$ cat src/hw/rtl/olp_pkg.sv
`default_nettype none

package olp_pkg;

  // default configuration
  localparam int MAX_STREAMS_DEF = 8;
  localparam int LENGTH_BITS_DEF = 24;

  // fixed field widths of a result item
  localparam int KIND_W  = 2;
  localparam int INDEX_W = 3;
  localparam int VALUE_W = 24;
  localparam int ERR_W   = 2;

  // page header layout
  localparam logic [4:0] HDR_VERSION   = 5'd4;
  localparam logic [4:0] HDR_TYPE      = 5'd5;
  localparam logic [4:0] HDR_SERIAL_LO = 5'd14;
  localparam logic [4:0] HDR_SERIAL_HI = 5'd17;
  localparam logic [4:0] HDR_SEGMENTS  = 5'd26;
  localparam logic [7:0] LACING_MAX    = 8'd255;

  // result kinds
  localparam logic [KIND_W-1:0] KIND_LEN  = 2'd0;
  localparam logic [KIND_W-1:0] KIND_BYTE = 2'd1;
  localparam logic [KIND_W-1:0] KIND_ERR  = 2'd2;

  // error codes
  localparam logic [ERR_W-1:0] ERR_CAPTURE = 2'd0;
  localparam logic [ERR_W-1:0] ERR_VERSION = 2'd1;
  localparam logic [ERR_W-1:0] ERR_FULL    = 2'd2;

  // one result item
  typedef struct packed {
    logic [KIND_W-1:0]  kind;
    logic [INDEX_W-1:0] stream_index;
    logic [VALUE_W-1:0] value;
    logic [ERR_W-1:0]   error_code;
    logic               page_end;
  } result_t;

  // capture pattern "OggS", one byte per header position
  function automatic logic [7:0] capture_byte(input logic [1:0] idx);
    logic [7:0] c;
    case (idx)
      2'd0: c = 8'h4F;
      2'd1: c = 8'h67;
      2'd2: c = 8'h67;
      default: c = 8'h53;
    endcase
    return c;
  endfunction

endpackage

`default_nettype wire

$ cat src/hw/rtl/ogg_page_lacing_parser.sv
`default_nettype none

// Ogg page parser: takes one bitstream byte per item and returns at most one
// result per byte (packet length, tagged payload byte or page error). It
// accepts one byte every clock cycle; the only stall is when two results are
// waiting in the two-entry output buffer. The running packet length of each
// stream lives in a small pending-length RAM: it is read on the last header
// byte of a page (registered read, used by the first lacing byte), kept in
// an accumulator through the lacing table and written back on the last
// lacing byte. Stream serials sit in a register table that is compared in
// parallel, with the result registered ahead of the mapping byte. No memory
// clearing pass is needed after reset.
module ogg_page_lacing_parser #(
  parameter int MAX_STREAMS = olp_pkg::MAX_STREAMS_DEF,
  parameter int LENGTH_BITS = olp_pkg::LENGTH_BITS_DEF
) (
  input  wire logic                         clk,
  input  wire logic                         rst,
  input  wire logic                         in_valid,
  output logic                              in_ready,
  input  wire logic [7:0]                   data_byte,
  output logic                              out_valid,
  input  wire logic                         out_ready,
  output logic [olp_pkg::KIND_W-1:0]        kind,
  output logic [olp_pkg::INDEX_W-1:0]       stream_index,
  output logic [olp_pkg::VALUE_W-1:0]       value,
  output logic [olp_pkg::ERR_W-1:0]         error_code,
  output logic                              page_end
);

  localparam int SLOT_W = (MAX_STREAMS > 1) ? $clog2(MAX_STREAMS) : 1;
  localparam int CNT_W  = $clog2(MAX_STREAMS + 1);
  localparam logic [CNT_W-1:0]       COUNT_FULL = CNT_W'(MAX_STREAMS);
  localparam logic [LENGTH_BITS-1:0] LEN_MAX    = {LENGTH_BITS{1'b1}};

  typedef enum logic [2:0] {
    PH_HEADER  = 3'b001,
    PH_LACING  = 3'b010,
    PH_PAYLOAD = 3'b100
  } phase_t;

  phase_t                 phase, phase_next;
  logic [4:0]             hdr_count, hdr_count_next, hdr_eff;
  logic                   cont_flag, cont_flag_next;
  logic [31:0]            serial_shift, serial_shift_next;
  logic [7:0]             segs_left, segs_left_next;
  logic [15:0]            pay_left, pay_left_next;
  logic [SLOT_W-1:0]      cur_stream, cur_stream_next;
  logic [CNT_W-1:0]       stream_count;
  logic [MAX_STREAMS-1:0] entry_valid;
  logic [31:0]            serials [MAX_STREAMS];
  logic [MAX_STREAMS-1:0] hit;
  logic [LENGTH_BITS-1:0] acc, acc_next;
  logic                   load, load_next;
  logic                   fresh, fresh_next;

  logic                   in_fire;
  logic                   res_valid;
  olp_pkg::result_t       res, out_data;
  logic                   buf_space;

  logic                   alloc;
  logic [SLOT_W-1:0]      alloc_slot, hit_slot, map_slot;
  logic                   ram_we, ram_re;
  logic [SLOT_W-1:0]      ram_waddr, ram_raddr;
  logic [LENGTH_BITS-1:0] ram_wdata, ram_rdata;
  logic [LENGTH_BITS-1:0] len_base, len_sat;
  logic [LENGTH_BITS:0]   len_sum;
  logic                   need_alloc;

  assign in_ready   = buf_space;
  assign in_fire    = in_valid && in_ready;
  assign alloc_slot = SLOT_W'(stream_count);
  assign hdr_eff    = (hdr_count > olp_pkg::HDR_SEGMENTS) ? 5'd0 : hdr_count;

  // first matching table entry
  always_comb begin
    hit_slot = '0;
    for (int i = MAX_STREAMS - 1; i >= 0; i--) begin
      if (hit[i]) begin
        hit_slot = SLOT_W'(i);
      end
    end
  end

  // pending length update for a lacing byte
  always_comb begin
    if (load) begin
      len_base = fresh ? '0 : ram_rdata;
    end else begin
      len_base = acc;
    end
    len_sum = {1'b0, len_base} + (LENGTH_BITS + 1)'(data_byte);
    len_sat = len_sum[LENGTH_BITS] ? LEN_MAX : len_sum[LENGTH_BITS-1:0];
  end

  // per-byte parser step
  always_comb begin
    phase_next        = phase;
    hdr_count_next    = hdr_count;
    cont_flag_next    = cont_flag;
    serial_shift_next = serial_shift;
    segs_left_next    = segs_left;
    pay_left_next     = pay_left;
    cur_stream_next   = cur_stream;
    acc_next          = acc;
    load_next         = load;
    fresh_next        = fresh;
    alloc             = 1'b0;
    ram_we            = 1'b0;
    ram_re            = 1'b0;
    ram_waddr         = cur_stream;
    ram_raddr         = cur_stream;
    ram_wdata         = '0;
    res_valid         = 1'b0;
    res               = '0;
    need_alloc        = !(|hit);
    map_slot          = need_alloc ? alloc_slot : hit_slot;

    if (in_fire) begin
      case (phase)
        PH_LACING: begin
          pay_left_next  = pay_left + {8'd0, data_byte};
          load_next      = 1'b0;
          acc_next       = len_sat;
          if (data_byte != olp_pkg::LACING_MAX) begin
            res_valid          = 1'b1;
            res.kind           = olp_pkg::KIND_LEN;
            res.stream_index   = olp_pkg::INDEX_W'(cur_stream);
            res.value          = olp_pkg::VALUE_W'(len_sat);
            acc_next           = '0;
          end
          segs_left_next = segs_left - 8'd1;
          if (segs_left_next == 8'd0) begin
            ram_we         = 1'b1;
            ram_wdata      = acc_next;
            hdr_count_next = '0;
            phase_next     = (pay_left_next != 16'd0) ? PH_PAYLOAD : PH_HEADER;
          end
        end
        PH_PAYLOAD: begin
          pay_left_next    = pay_left - 16'd1;
          res_valid        = 1'b1;
          res.kind         = olp_pkg::KIND_BYTE;
          res.stream_index = olp_pkg::INDEX_W'(cur_stream);
          res.value        = olp_pkg::VALUE_W'(data_byte);
          res.page_end     = (pay_left_next == 16'd0);
          if (pay_left_next == 16'd0) begin
            phase_next     = PH_HEADER;
            hdr_count_next = '0;
          end
        end
        default: begin
          // header bytes
          phase_next     = PH_HEADER;
          hdr_count_next = hdr_eff + 5'd1;
          if (hdr_eff < olp_pkg::HDR_VERSION) begin
            if (data_byte != olp_pkg::capture_byte(hdr_eff[1:0])) begin
              res_valid      = 1'b1;
              res.kind       = olp_pkg::KIND_ERR;
              res.error_code = olp_pkg::ERR_CAPTURE;
              hdr_count_next = '0;
            end
          end else if (hdr_eff == olp_pkg::HDR_VERSION) begin
            if (data_byte != 8'd0) begin
              res_valid      = 1'b1;
              res.kind       = olp_pkg::KIND_ERR;
              res.error_code = olp_pkg::ERR_VERSION;
              hdr_count_next = '0;
            end
          end else if (hdr_eff == olp_pkg::HDR_TYPE) begin
            cont_flag_next = data_byte[0];
          end else if (hdr_eff >= olp_pkg::HDR_SERIAL_LO &&
                       hdr_eff <= olp_pkg::HDR_SERIAL_HI) begin
            serial_shift_next = {data_byte, serial_shift[31:8]};
          end else if (hdr_eff == olp_pkg::HDR_SEGMENTS) begin
            hdr_count_next = '0;
            if (need_alloc && stream_count == COUNT_FULL) begin
              res_valid      = 1'b1;
              res.kind       = olp_pkg::KIND_ERR;
              res.error_code = olp_pkg::ERR_FULL;
            end else begin
              alloc           = need_alloc;
              cur_stream_next = map_slot;
              segs_left_next  = data_byte;
              pay_left_next   = '0;
              if (data_byte != 8'd0) begin
                // fetch the stream's pending length for the first lacing byte
                phase_next = PH_LACING;
                load_next  = 1'b1;
                fresh_next = need_alloc || !cont_flag;
                ram_re     = 1'b1;
                ram_raddr  = map_slot;
              end else if (need_alloc || !cont_flag) begin
                // empty page that starts a fresh packet
                ram_we    = 1'b1;
                ram_waddr = map_slot;
              end
            end
          end
        end
      endcase
    end
  end

  // control registers
  always_ff @(posedge clk) begin
    if (rst) begin
      phase        <= PH_HEADER;
      hdr_count    <= '0;
      cont_flag    <= 1'b0;
      serial_shift <= '0;
      segs_left    <= '0;
      pay_left     <= '0;
      cur_stream   <= '0;
      stream_count <= '0;
      entry_valid  <= '0;
      load         <= 1'b0;
    end else begin
      phase        <= phase_next;
      hdr_count    <= hdr_count_next;
      cont_flag    <= cont_flag_next;
      serial_shift <= serial_shift_next;
      segs_left    <= segs_left_next;
      pay_left     <= pay_left_next;
      cur_stream   <= cur_stream_next;
      load         <= load_next;
      if (alloc) begin
        stream_count            <= stream_count + CNT_W'(1);
        entry_valid[alloc_slot] <= 1'b1;
      end
    end
  end

  // datapath registers
  always_ff @(posedge clk) begin
    acc   <= acc_next;
    fresh <= fresh_next;
    if (alloc) begin
      serials[alloc_slot] <= serial_shift;
    end
  end

  // serial table compare, registered ahead of the mapping byte
  always_ff @(posedge clk) begin
    for (int i = 0; i < MAX_STREAMS; i++) begin
      hit[i] <= entry_valid[i] && (serials[i] == serial_shift);
    end
  end

  olp_ram #(
    .WIDTH(LENGTH_BITS),
    .DEPTH(MAX_STREAMS)
  ) u_pending (
    .clk  (clk),
    .we   (ram_we),
    .waddr(ram_waddr),
    .wdata(ram_wdata),
    .re   (ram_re),
    .raddr(ram_raddr),
    .rdata(ram_rdata)
  );

  olp_skid u_out (
    .clk      (clk),
    .rst      (rst),
    .push     (res_valid),
    .push_data(res),
    .space    (buf_space),
    .out_valid(out_valid),
    .out_ready(out_ready),
    .out_data (out_data)
  );

  assign kind         = out_data.kind;
  assign stream_index = out_data.stream_index;
  assign value        = out_data.value;
  assign error_code   = out_data.error_code;
  assign page_end     = out_data.page_end;

  // checks
  a_count_range: assert property (@(posedge clk) disable iff (rst)
    stream_count <= COUNT_FULL)
    else $error("stream count beyond table size");

  a_valid_count: assert property (@(posedge clk) disable iff (rst)
    $countones(entry_valid) == int'(stream_count))
    else $error("table valid bits disagree with stream count");

  a_lacing_segs: assert property (@(posedge clk) disable iff (rst)
    phase == PH_LACING |-> segs_left != 8'd0)
    else $error("lacing phase with no segments left");

  a_load_phase: assert property (@(posedge clk) disable iff (rst)
    load |-> phase == PH_LACING)
    else $error("pending length fetch outside lacing phase");

  a_err_fields: assert property (@(posedge clk) disable iff (rst)
    out_valid && kind == olp_pkg::KIND_ERR |->
      value == '0 && stream_index == '0 && page_end == 1'b0)
    else $error("error item carries stray fields");

endmodule

`default_nettype wire

$ cat src/hw/rtl/olp_ram.sv
`default_nettype none

module olp_ram #(
  parameter int WIDTH = 24,
  parameter int DEPTH = 8
) (
  input  wire logic                                   clk,
  input  wire logic                                   we,
  input  wire logic [((DEPTH > 1) ? $clog2(DEPTH) : 1)-1:0] waddr,
  input  wire logic [WIDTH-1:0]                       wdata,
  input  wire logic                                   re,
  input  wire logic [((DEPTH > 1) ? $clog2(DEPTH) : 1)-1:0] raddr,
  output logic      [WIDTH-1:0]                       rdata
);

  logic [WIDTH-1:0] mem [DEPTH];

  // write port and registered read port
  always_ff @(posedge clk) begin
    if (we) begin
      mem[waddr] <= wdata;
    end
    if (re) begin
      rdata <= mem[raddr];
    end
  end

endmodule

`default_nettype wire

$ cat src/hw/rtl/olp_skid.sv
`default_nettype none

module olp_skid (
  input  wire logic             clk,
  input  wire logic             rst,
  input  wire logic             push,
  input  wire olp_pkg::result_t push_data,
  output logic                  space,
  output logic                  out_valid,
  input  wire logic             out_ready,
  output olp_pkg::result_t      out_data
);

  logic             skid_valid;
  olp_pkg::result_t skid_data;
  logic             pop;

  assign pop   = out_valid && out_ready;
  assign space = !skid_valid;

  // control: output register plus one skid entry
  always_ff @(posedge clk) begin
    if (rst) begin
      out_valid  <= 1'b0;
      skid_valid <= 1'b0;
    end else begin
      if (push) begin
        if (out_valid && !pop) begin
          skid_valid <= 1'b1;
        end else begin
          out_valid <= 1'b1;
        end
      end else if (pop) begin
        if (skid_valid) begin
          skid_valid <= 1'b0;
        end else begin
          out_valid <= 1'b0;
        end
      end
    end
  end

  // payload
  always_ff @(posedge clk) begin
    if (push) begin
      if (out_valid && !pop) begin
        skid_data <= push_data;
      end else begin
        out_data <= push_data;
      end
    end else if (pop && skid_valid) begin
      out_data <= skid_data;
    end
  end

endmodule

`default_nettype wire

$ cat config.mk
export PLATFORM = sky130hd
export DESIGN_NAME = ogg_page_lacing_parser
export DESIGN_NICKNAME = d
export VERILOG_FILES = /design/src/hw/rtl/olp_pkg.sv /design/src/hw/rtl/ogg_page_lacing_parser.sv /design/src/hw/rtl/olp_ram.sv /design/src/hw/rtl/olp_skid.sv
export SDC_FILE = /design/constraint.sdc
export NUM_CORES = 1
export LEC_CHECK = 0
export ABC_AREA = 1
export BUFFER_PORTS_ARGS = -buffer_cell sky130_fd_sc_hd__buf_2
export CELL_PAD_IN_SITES_DETAIL_PLACEMENT = 1
export CELL_PAD_IN_SITES_GLOBAL_PLACEMENT = 1
export CORE_MARGIN = 2
export CORE_UTILIZATION = 37
export DETAILED_ROUTE_END_ITERATION = 8
export GPL_TIMING_DRIVEN = 0
export MAX_ROUTING_LAYER = met4
export PLACE_DENSITY_LB_ADDON = 0.15
export SLEW_MARGIN = 20
export SYNTH_ARGS = -nofsm -noshare
export SYNTH_HDL_FRONTEND = slang
export SYNTH_HIERARCHICAL = 1
export SYNTH_SLANG_ARGS = --single-unit
$ cat constraint.sdc
create_clock -name clk -period 6 [get_ports clk]
set_input_delay 0.6 -clock clk [delete_from_list [all_inputs] [get_ports clk]]
set_output_delay 0.6 -clock clk [all_outputs]
set_load 0.01 [all_outputs]
==> results of run 1 <==
==> flip-flops by register name, summed over array words and instances (netlist names), 8 cells and up <==
name             flops
acc                 24
entry_valid          8
hit                  8
pay_left            16
segs_left            8
serial_shift        32
serials            256
u_out/out_data      32
u_out/skid_data     32
u_pending/mem      192
u_pending/rdata     24
==> power breakdown <==
part / leakage [nW] / internal [W] / switching, W
clock: 1.24 / 0.00278 / 0.00198
sequential: 5.50 / 0.00489 / 0.0000108
combinational: 7.46 / 0.0000551 / 0.000131
==> per-layer routing <==
| layer | track usage, % | vias to the layer above | part of all wire, % |
|---|---|---|---|
| met5 | - | - | 0 |
| met4 | 5.962 | 0 | 2.2 |
| met3 | 3.422 | 138 | 4.8 |
| met2 | 41.70 | 527 | 49 |
| met1 | 32.37 | 11600 | 44 |
| li1 | - | 10680 | - |
==> layout by cell type, fill, tap and decap left out, types with 22 or more instances in the layout <==
cell type	netlist	routed
nand2_1	846	846
edfxtp_1	561	561
inv_1	399	398
nand3_1	189	189
nor2_1	206	188
o21ai_0	138	138
a21oi_1	96	95
dfxtp_1	91	91
clkbuf_16	0	78
buf_2	30	75
clkbuf_1	58	71
o22ai_1	51	51
xnor2_1	49	49
xor2_1	38	38
or2_2	38	38
a22o_1	30	30
nand4_1	30	30
a221oi_1	30	30
clkinv_1	9	27
nor4_1	23	22
ha_1	22	22
==> per-stage QoR <==
stage	setup TNS [ns]	worst slack [ns]	cell area, µm²	hold slack [ns]
finish	0	1.609	34950	0.3225
global route	0	1.314	34940	0.3147
CTS	0	1.352	34930	0.2811
detailed placement	0	1.492	32390	0.4443
global placement	-149.69	-0.9964	31750	0.4392
floorplan	0	1.613	30200	0.4231
==> cell type report <==
cell class	count	area share (%)
inverter	414	4.468
timing repair buffer	63	1.998
sequential	652	53.42
antenna	1	0.007160
clock buffer	94	5.814
tap	1060	3.795
buffer	112	1.668
multi-input combinational	1905	27.37
clock inverter	48	1.464
==> worst reg2reg max path, delay by kind of cell (launching register included) <==
family,cells,cell delay [ns]
AND/OR/NAND/NOR,10,1.78
AO/OA/AOI/OAI,2,0.66
buffers and inverters,4,0.58
adder cells (fa/ha/maj),2,0.58
flip-flops,1,0.48
==> cell families after synthesis <==
| family | share of synthesized area [%] |
|---|---|
| xor gates and xnor gates | 2.523 |
| and+or+nand+nor | 19.59 |
| AOI/OAI and AO/OA | 7.892 |
| buffers and inverters | 7.097 |
| adders and majority gates | 1.044 |
| muxes | 0.03728 |
| DFF | 61.81 |
==> path summary, 6_finish.rpt <==
| kind | startpoint | end | slack (ns) | depth (start not counted) |
|---|---|---|---|---|
| worst max register to register | load | u_pending/mem[7][9] | 1.61 | 18 |
| worst min-delay path | out_ready | u_out/skid_valid | 0.32 | 4 |
| worst min register to register | phase[2] | phase[2] | 0.47 | 2 |
| worst max-delay path | load | u_pending/mem[7][9] | 1.61 | 18 |
==> results.json, run 1 <==
{
  "rsz0062_at_grt": "no",
  "critPathKind": "flip-flop to flip-flop",
  "cts_sinks": 652,
  "outcome": "complete, no violations",
  "ys.flop_type": "edfxtp_1",
  "yosysTopAreaCell": "edfxtp_1",
  "seq_area_frac_synth_pct": 61.81,
  "gp_congestion": 0.9190,
  "cts_buffers": 77,
  "yosys.area.top_type_share_pct": 55.78,
  "start_kind": "flip-flop",
  "synth-seq-cells": 652,
  "yosysUniqueCellTypes": 60,
  "slowest_delay_ns": 0.50,
  "setup_viol": 0,
  "critPathMaxFanout": 10,
  "grt_pass1_vias": 23720,
  "drt_iter0_drc": 1637,
  "slew_violations": 0,
  "post_cts_buffers": 0,
  "postRouteAntennaNets": 0,
  "worst_pin_slew_ns": 1.062,
  "synth.most_common_cell": "nand2_1",
  "port_buffers": 45,
  "drive_gt1_share_pct": 9.884,
  "fmaxAchievable_ghz": 0.2277,
  "synth_area_um2": 30200,
  "cts.path.max_buffers": 3,
  "wl_um": 100900,
  "fill_cells": 9065,
  "grt_max_degree": 34,
  "irDropWorstVdd_uv": 214.6,
  "worst_clock_skew_ns": 0.03438,
  "final_util_pct": 43.32,
  "vias_per_cell": 5.275,
  "dr_total_vias": 22940,
  "io_pins": 46,
  "clk_latency_ns": 0.65,
  "synth_edf_count": 561,
  "rows": 104,
  "drc": 0,
  "hold_buffers": 0,
  "synthesis.nets": 3119,
  "drv_cap": 0,
  "grt_overflow": 0,
  "drt_first_pass_iters": 5,
  "dp.cells": 4206,
  "cts_resized": 0,
  "place_hpwl_um": 72640,
  "yosysWarningCount": 6,
  "antenna_found_initial": 2,
  "cts-root-buf": "clkbuf_16",
  "seq_area_um2": 18670,
  "cts.clk_slew.worst_paths_ns": 0.06,
  "nets": 3261,
  "crit_chain": "inv_2, nor2_8, buf_4, a22o_1, ha_1, inv_1, fa_1, o21ai_0, nand2_1, nand2_1, inv_1, nor2_4, nand3_2, nor2_2, nand2_2, nand2_1, nand2_1, nor2_1",
  "crit_arrival_ns": 4.72,
  "fp.dieW_um": 289.7,
  "track_usage_pct": 25.03,
  "pwr_density_cell_nw_per_um2": 281.5,
  "finalHoldViolations": 0,
  "grt_pass1_wl_um": 151500,
  "routedWlPerCell_um": 23.21,
  "synth_cells": 3083,
  "path_delay_family": "simple AND/OR/NAND/NOR gates",
  "synth_common_cells": "nand2_1 (846), edfxtp_1 (561), inv_1 (399), nor2_1 (206), nand3_1 (189)",
  "critPathRequiredTime_ns": 6.33,
  "htree_levels": 3,
  "finalPower_w": 0.009836,
  "area_growth_pct": 15.72,
  "leakage_nw": 14.20,
  "endpoint_kind": "flip-flop",
  "fin_crit_sh_pct": 73.19,
  "multi_input_area_um2": 9564,
  "period_needed_ns": 4.391,
  "initial_utilization_pct": 37.43,
  "fin_cells": 4349,
  "async_flop_share_pct": 0,
  "cpMostUsedCell": "nand2_1",
  "core_area_um2": 80680,
  "cp_num_buf_inv": 4,
  "cts_tree": "built",
  "slew-limit-headroom_pct": 29.10,
  "crit_slowest_cell": "nor2_1",
  "fp.dieArea_um2": 83920,
  "hold_class": "input pin to flip-flop",
  "fp.dieH_um": 289.7,
  "postSynthAreaPerCell_um2": 9.796,
  "ys_top_cells_by_area": "edfxtp_1 (56%), nand2_1 (11%), dfxtp_1 (6.0%)"
}
Note: power is estimated with default switching activity, not from simulation.
==> run 2: changes to the inputs <==
==> constraint.sdc (replaced) <==
create_clock -name clk -period 4.33 [get_ports clk]
set_input_delay 0.433 -clock clk [delete_from_list [all_inputs] [get_ports clk]]
set_output_delay 0.433 -clock clk [all_outputs]
set_load 0.01 [all_outputs]
==> results.json, run 2 (synthesis results as in run 1) <==
{
  "drt_iter0_drc": 1580,
  "cts.path.max_buffers": 3,
  "largest_reg_flops": 256,
  "grt_max_degree": 34,
  "crit_chain": "inv_2, nor2_8, buf_4, a22o_1, ha_1, inv_1, fa_1, o21ai_1, nand2_1, nand2_1, nand2_2, buf_6, nand2_1, nand2_1, nor2_1",
  "crit_arrival_ns": 4.44,
  "slew-limit-headroom_pct": 26.79,
  "fp.dieH_um": 289.7,
  "setup_viol": 0,
  "startpoint": "load",
  "finalHoldViolations": 0,
  "drc": 0,
  "worst_clock_skew_ns": 0.05325,
  "core_area_um2": 80680,
  "critPathRequiredTime_ns": 4.63,
  "leakage_nw": 14.28,
  "drv_cap": 0,
  "place_hpwl_um": 72730,
  "grt_overflow": 0,
  "r2r-start": "load",
  "cts_tree": "built",
  "pwr_density_cell_nw_per_um2": 394.6,
  "fin_crit_sh_pct": 95.73,
  "dr_total_vias": 22710,
  "cts-root-buf": "clkbuf_16",
  "fmaxAchievable_ghz": 0.2412,
  "finalPower_w": 0.01384,
  "seq_area_um2": 18670,
  "wl_um": 101300,
  "worst_pin_slew_ns": 1.088,
  "slew_violations": 0,
  "min-delay-start": "out_ready",
  "routedWlPerCell_um": 23.32,
  "cpMostUsedCell": "nand2_1",
  "drt_first_pass_iters": 5,
  "hold_path_end": "u_out/skid_valid",
  "period_needed_ns": 4.145,
  "nets": 3260,
  "rows": 104,
  "final_common_cell": "nand2_1",
  "antenna_found_initial": 4,
  "vias_per_cell": 5.227,
  "r2r_end": "u_pending/mem[2][4]",
  "port_buffers": 45,
  "rsz0062_at_grt": "yes",
  "fill_cells": 9056,
  "reg2reg_slack_ns": 0.18,
  "outcome": "complete, no violations",
  "initial_utilization_pct": 37.43,
  "rr_worst_depth": 15,
  "critPathKind": "flip-flop to flip-flop",
  "hold_class": "input pin to flip-flop",
  "cts_sinks": 652,
  "track_usage_pct": 25.02,
  "reg_top3": "serials (256), u_pending/mem (192)",
  "critPathMaxFanout": 10,
  "drive_gt1_share_pct": 10.35,
  "clk_latency_ns": 0.67,
  "final_cell_mix": "nand2_1 (846), edfxtp_1 (561), inv_1 (398), nand3_1 (189), nor2_1 (181)",
  "slowest_delay_ns": 0.68,
  "grt_pass1_wl_um": 150400,
  "hold_depth": 4,
  "postRouteAntennaNets": 0,
  "fp.dieW_um": 289.7,
  "post_cts_buffers": 0,
  "fp.dieArea_um2": 83920,
  "htree_levels": 3,
  "endpoint_kind": "flip-flop",
  "start_kind": "flip-flop",
  "cts.clk_slew.worst_paths_ns": 0.06,
  "cts_buffers": 76,
  "fin_area_um2": 35080,
  "io_pins": 46,
  "place_area_um2": 32370,
  "crit_slowest_cell": "nor2_1",
  "num_antenna_cells": 0,
  "area_growth_pct": 16.15,
  "grt_pass1_vias": 23700,
  "hold_buffers": 0,
  "multi_input_area_um2": 9599,
  "largest-register": "serials",
  "irDropWorstVdd_uv": 306.2,
  "gp_congestion": 0.9082
}
run 2: changes by cell type in the layout (fill, tap and decap cells not counted), sizes merged:
| cell | change |
|---|---|
| clkbuf | -4 |
| clkinvlp | +3 |
| diode | -1 |
| bufinv | +2 |
| clkinv | -4 |
run 2: final cells by class:
class | count | share of cell area [%]
tap | 1060 | 3.781
clock inverter | 49 | 1.816
buffer | 112 | 1.662
multi-input combinational | 1905 | 27.37
timing repair buffer | 63 | 1.948
clock buffer | 90 | 5.746
sequential | 652 | 53.22
inverter | 414 | 4.462
run 2: power breakdown:
part           leakage, nW  internal [W]  total (W)  switching [W]
logic                 7.50     0.0000763   0.000259       0.000183
clock network         1.28       0.00398    0.00680        0.00282
registers             5.50       0.00677    0.00679      0.0000150
run 2: repair_timing:
action	4_1_cts	5_1_grt
gates resized for setup	5	11
endpoints found under the setup margin	40	142
pin swaps	0	0
run 2: layer usage:
layer | part of all wire (%) | vias to the layer above | track usage, %
met4 | 2.8 | 0 | 7.641
met3 | 5.3 | 144 | 3.744
met5 | 0 | - | -
met1 | 44 | 11400 | 32.38
met2 | 48 | 530 | 40.63
li1 | - | 10640 | -
run 2: worst max-delay path by stage:
stage,endpoint,slack (ns),depth (start not counted)
after floorplan,u_pending/mem[1][0],0.18,12
after global placement,u_pending/mem[0][4],-2.40,11
after detailed placement,u_pending/mem[4][16],-0.24,18
after CTS,u_pending/mem[4][23],0.005,18
after global routing,u_pending/mem[7][14],-0.0003,15
final,u_pending/mem[2][4],0.18,15
run 2: critical path: cells and delay by family (launching register included):
family	cells	cell delay [ns]
AOI/OAI and AO/OA	2	0.50
adders and majority gates	2	0.57
buffers and inverters	4	0.63
DFF	1	0.49
and+or+nand+nor	7	1.60
run 2: per-stage QoR:
step | TNS (ns) | cells | worst slack, ns | hold slack, ns | utilization [%]
2_1_floorplan | 0 | 3083 | 0.1825 | 0.4231 | -
3_3_place_gp | -592.47 | 4188 | -2.399 | 0.4413 | 39.36
3_5_place_dp | -3.657 | 4206 | -0.2437 | 0.4489 | 40.12
4_1_cts | 0 | 4345 | 0.004936 | 0.1177 | 43.44
5_1_grt | -0.0005036 | 4345 | -0.0003011 | 0.1590 | 43.48
6_report | 0 | 4345 | 0.1848 | 0.1589 | 43.48
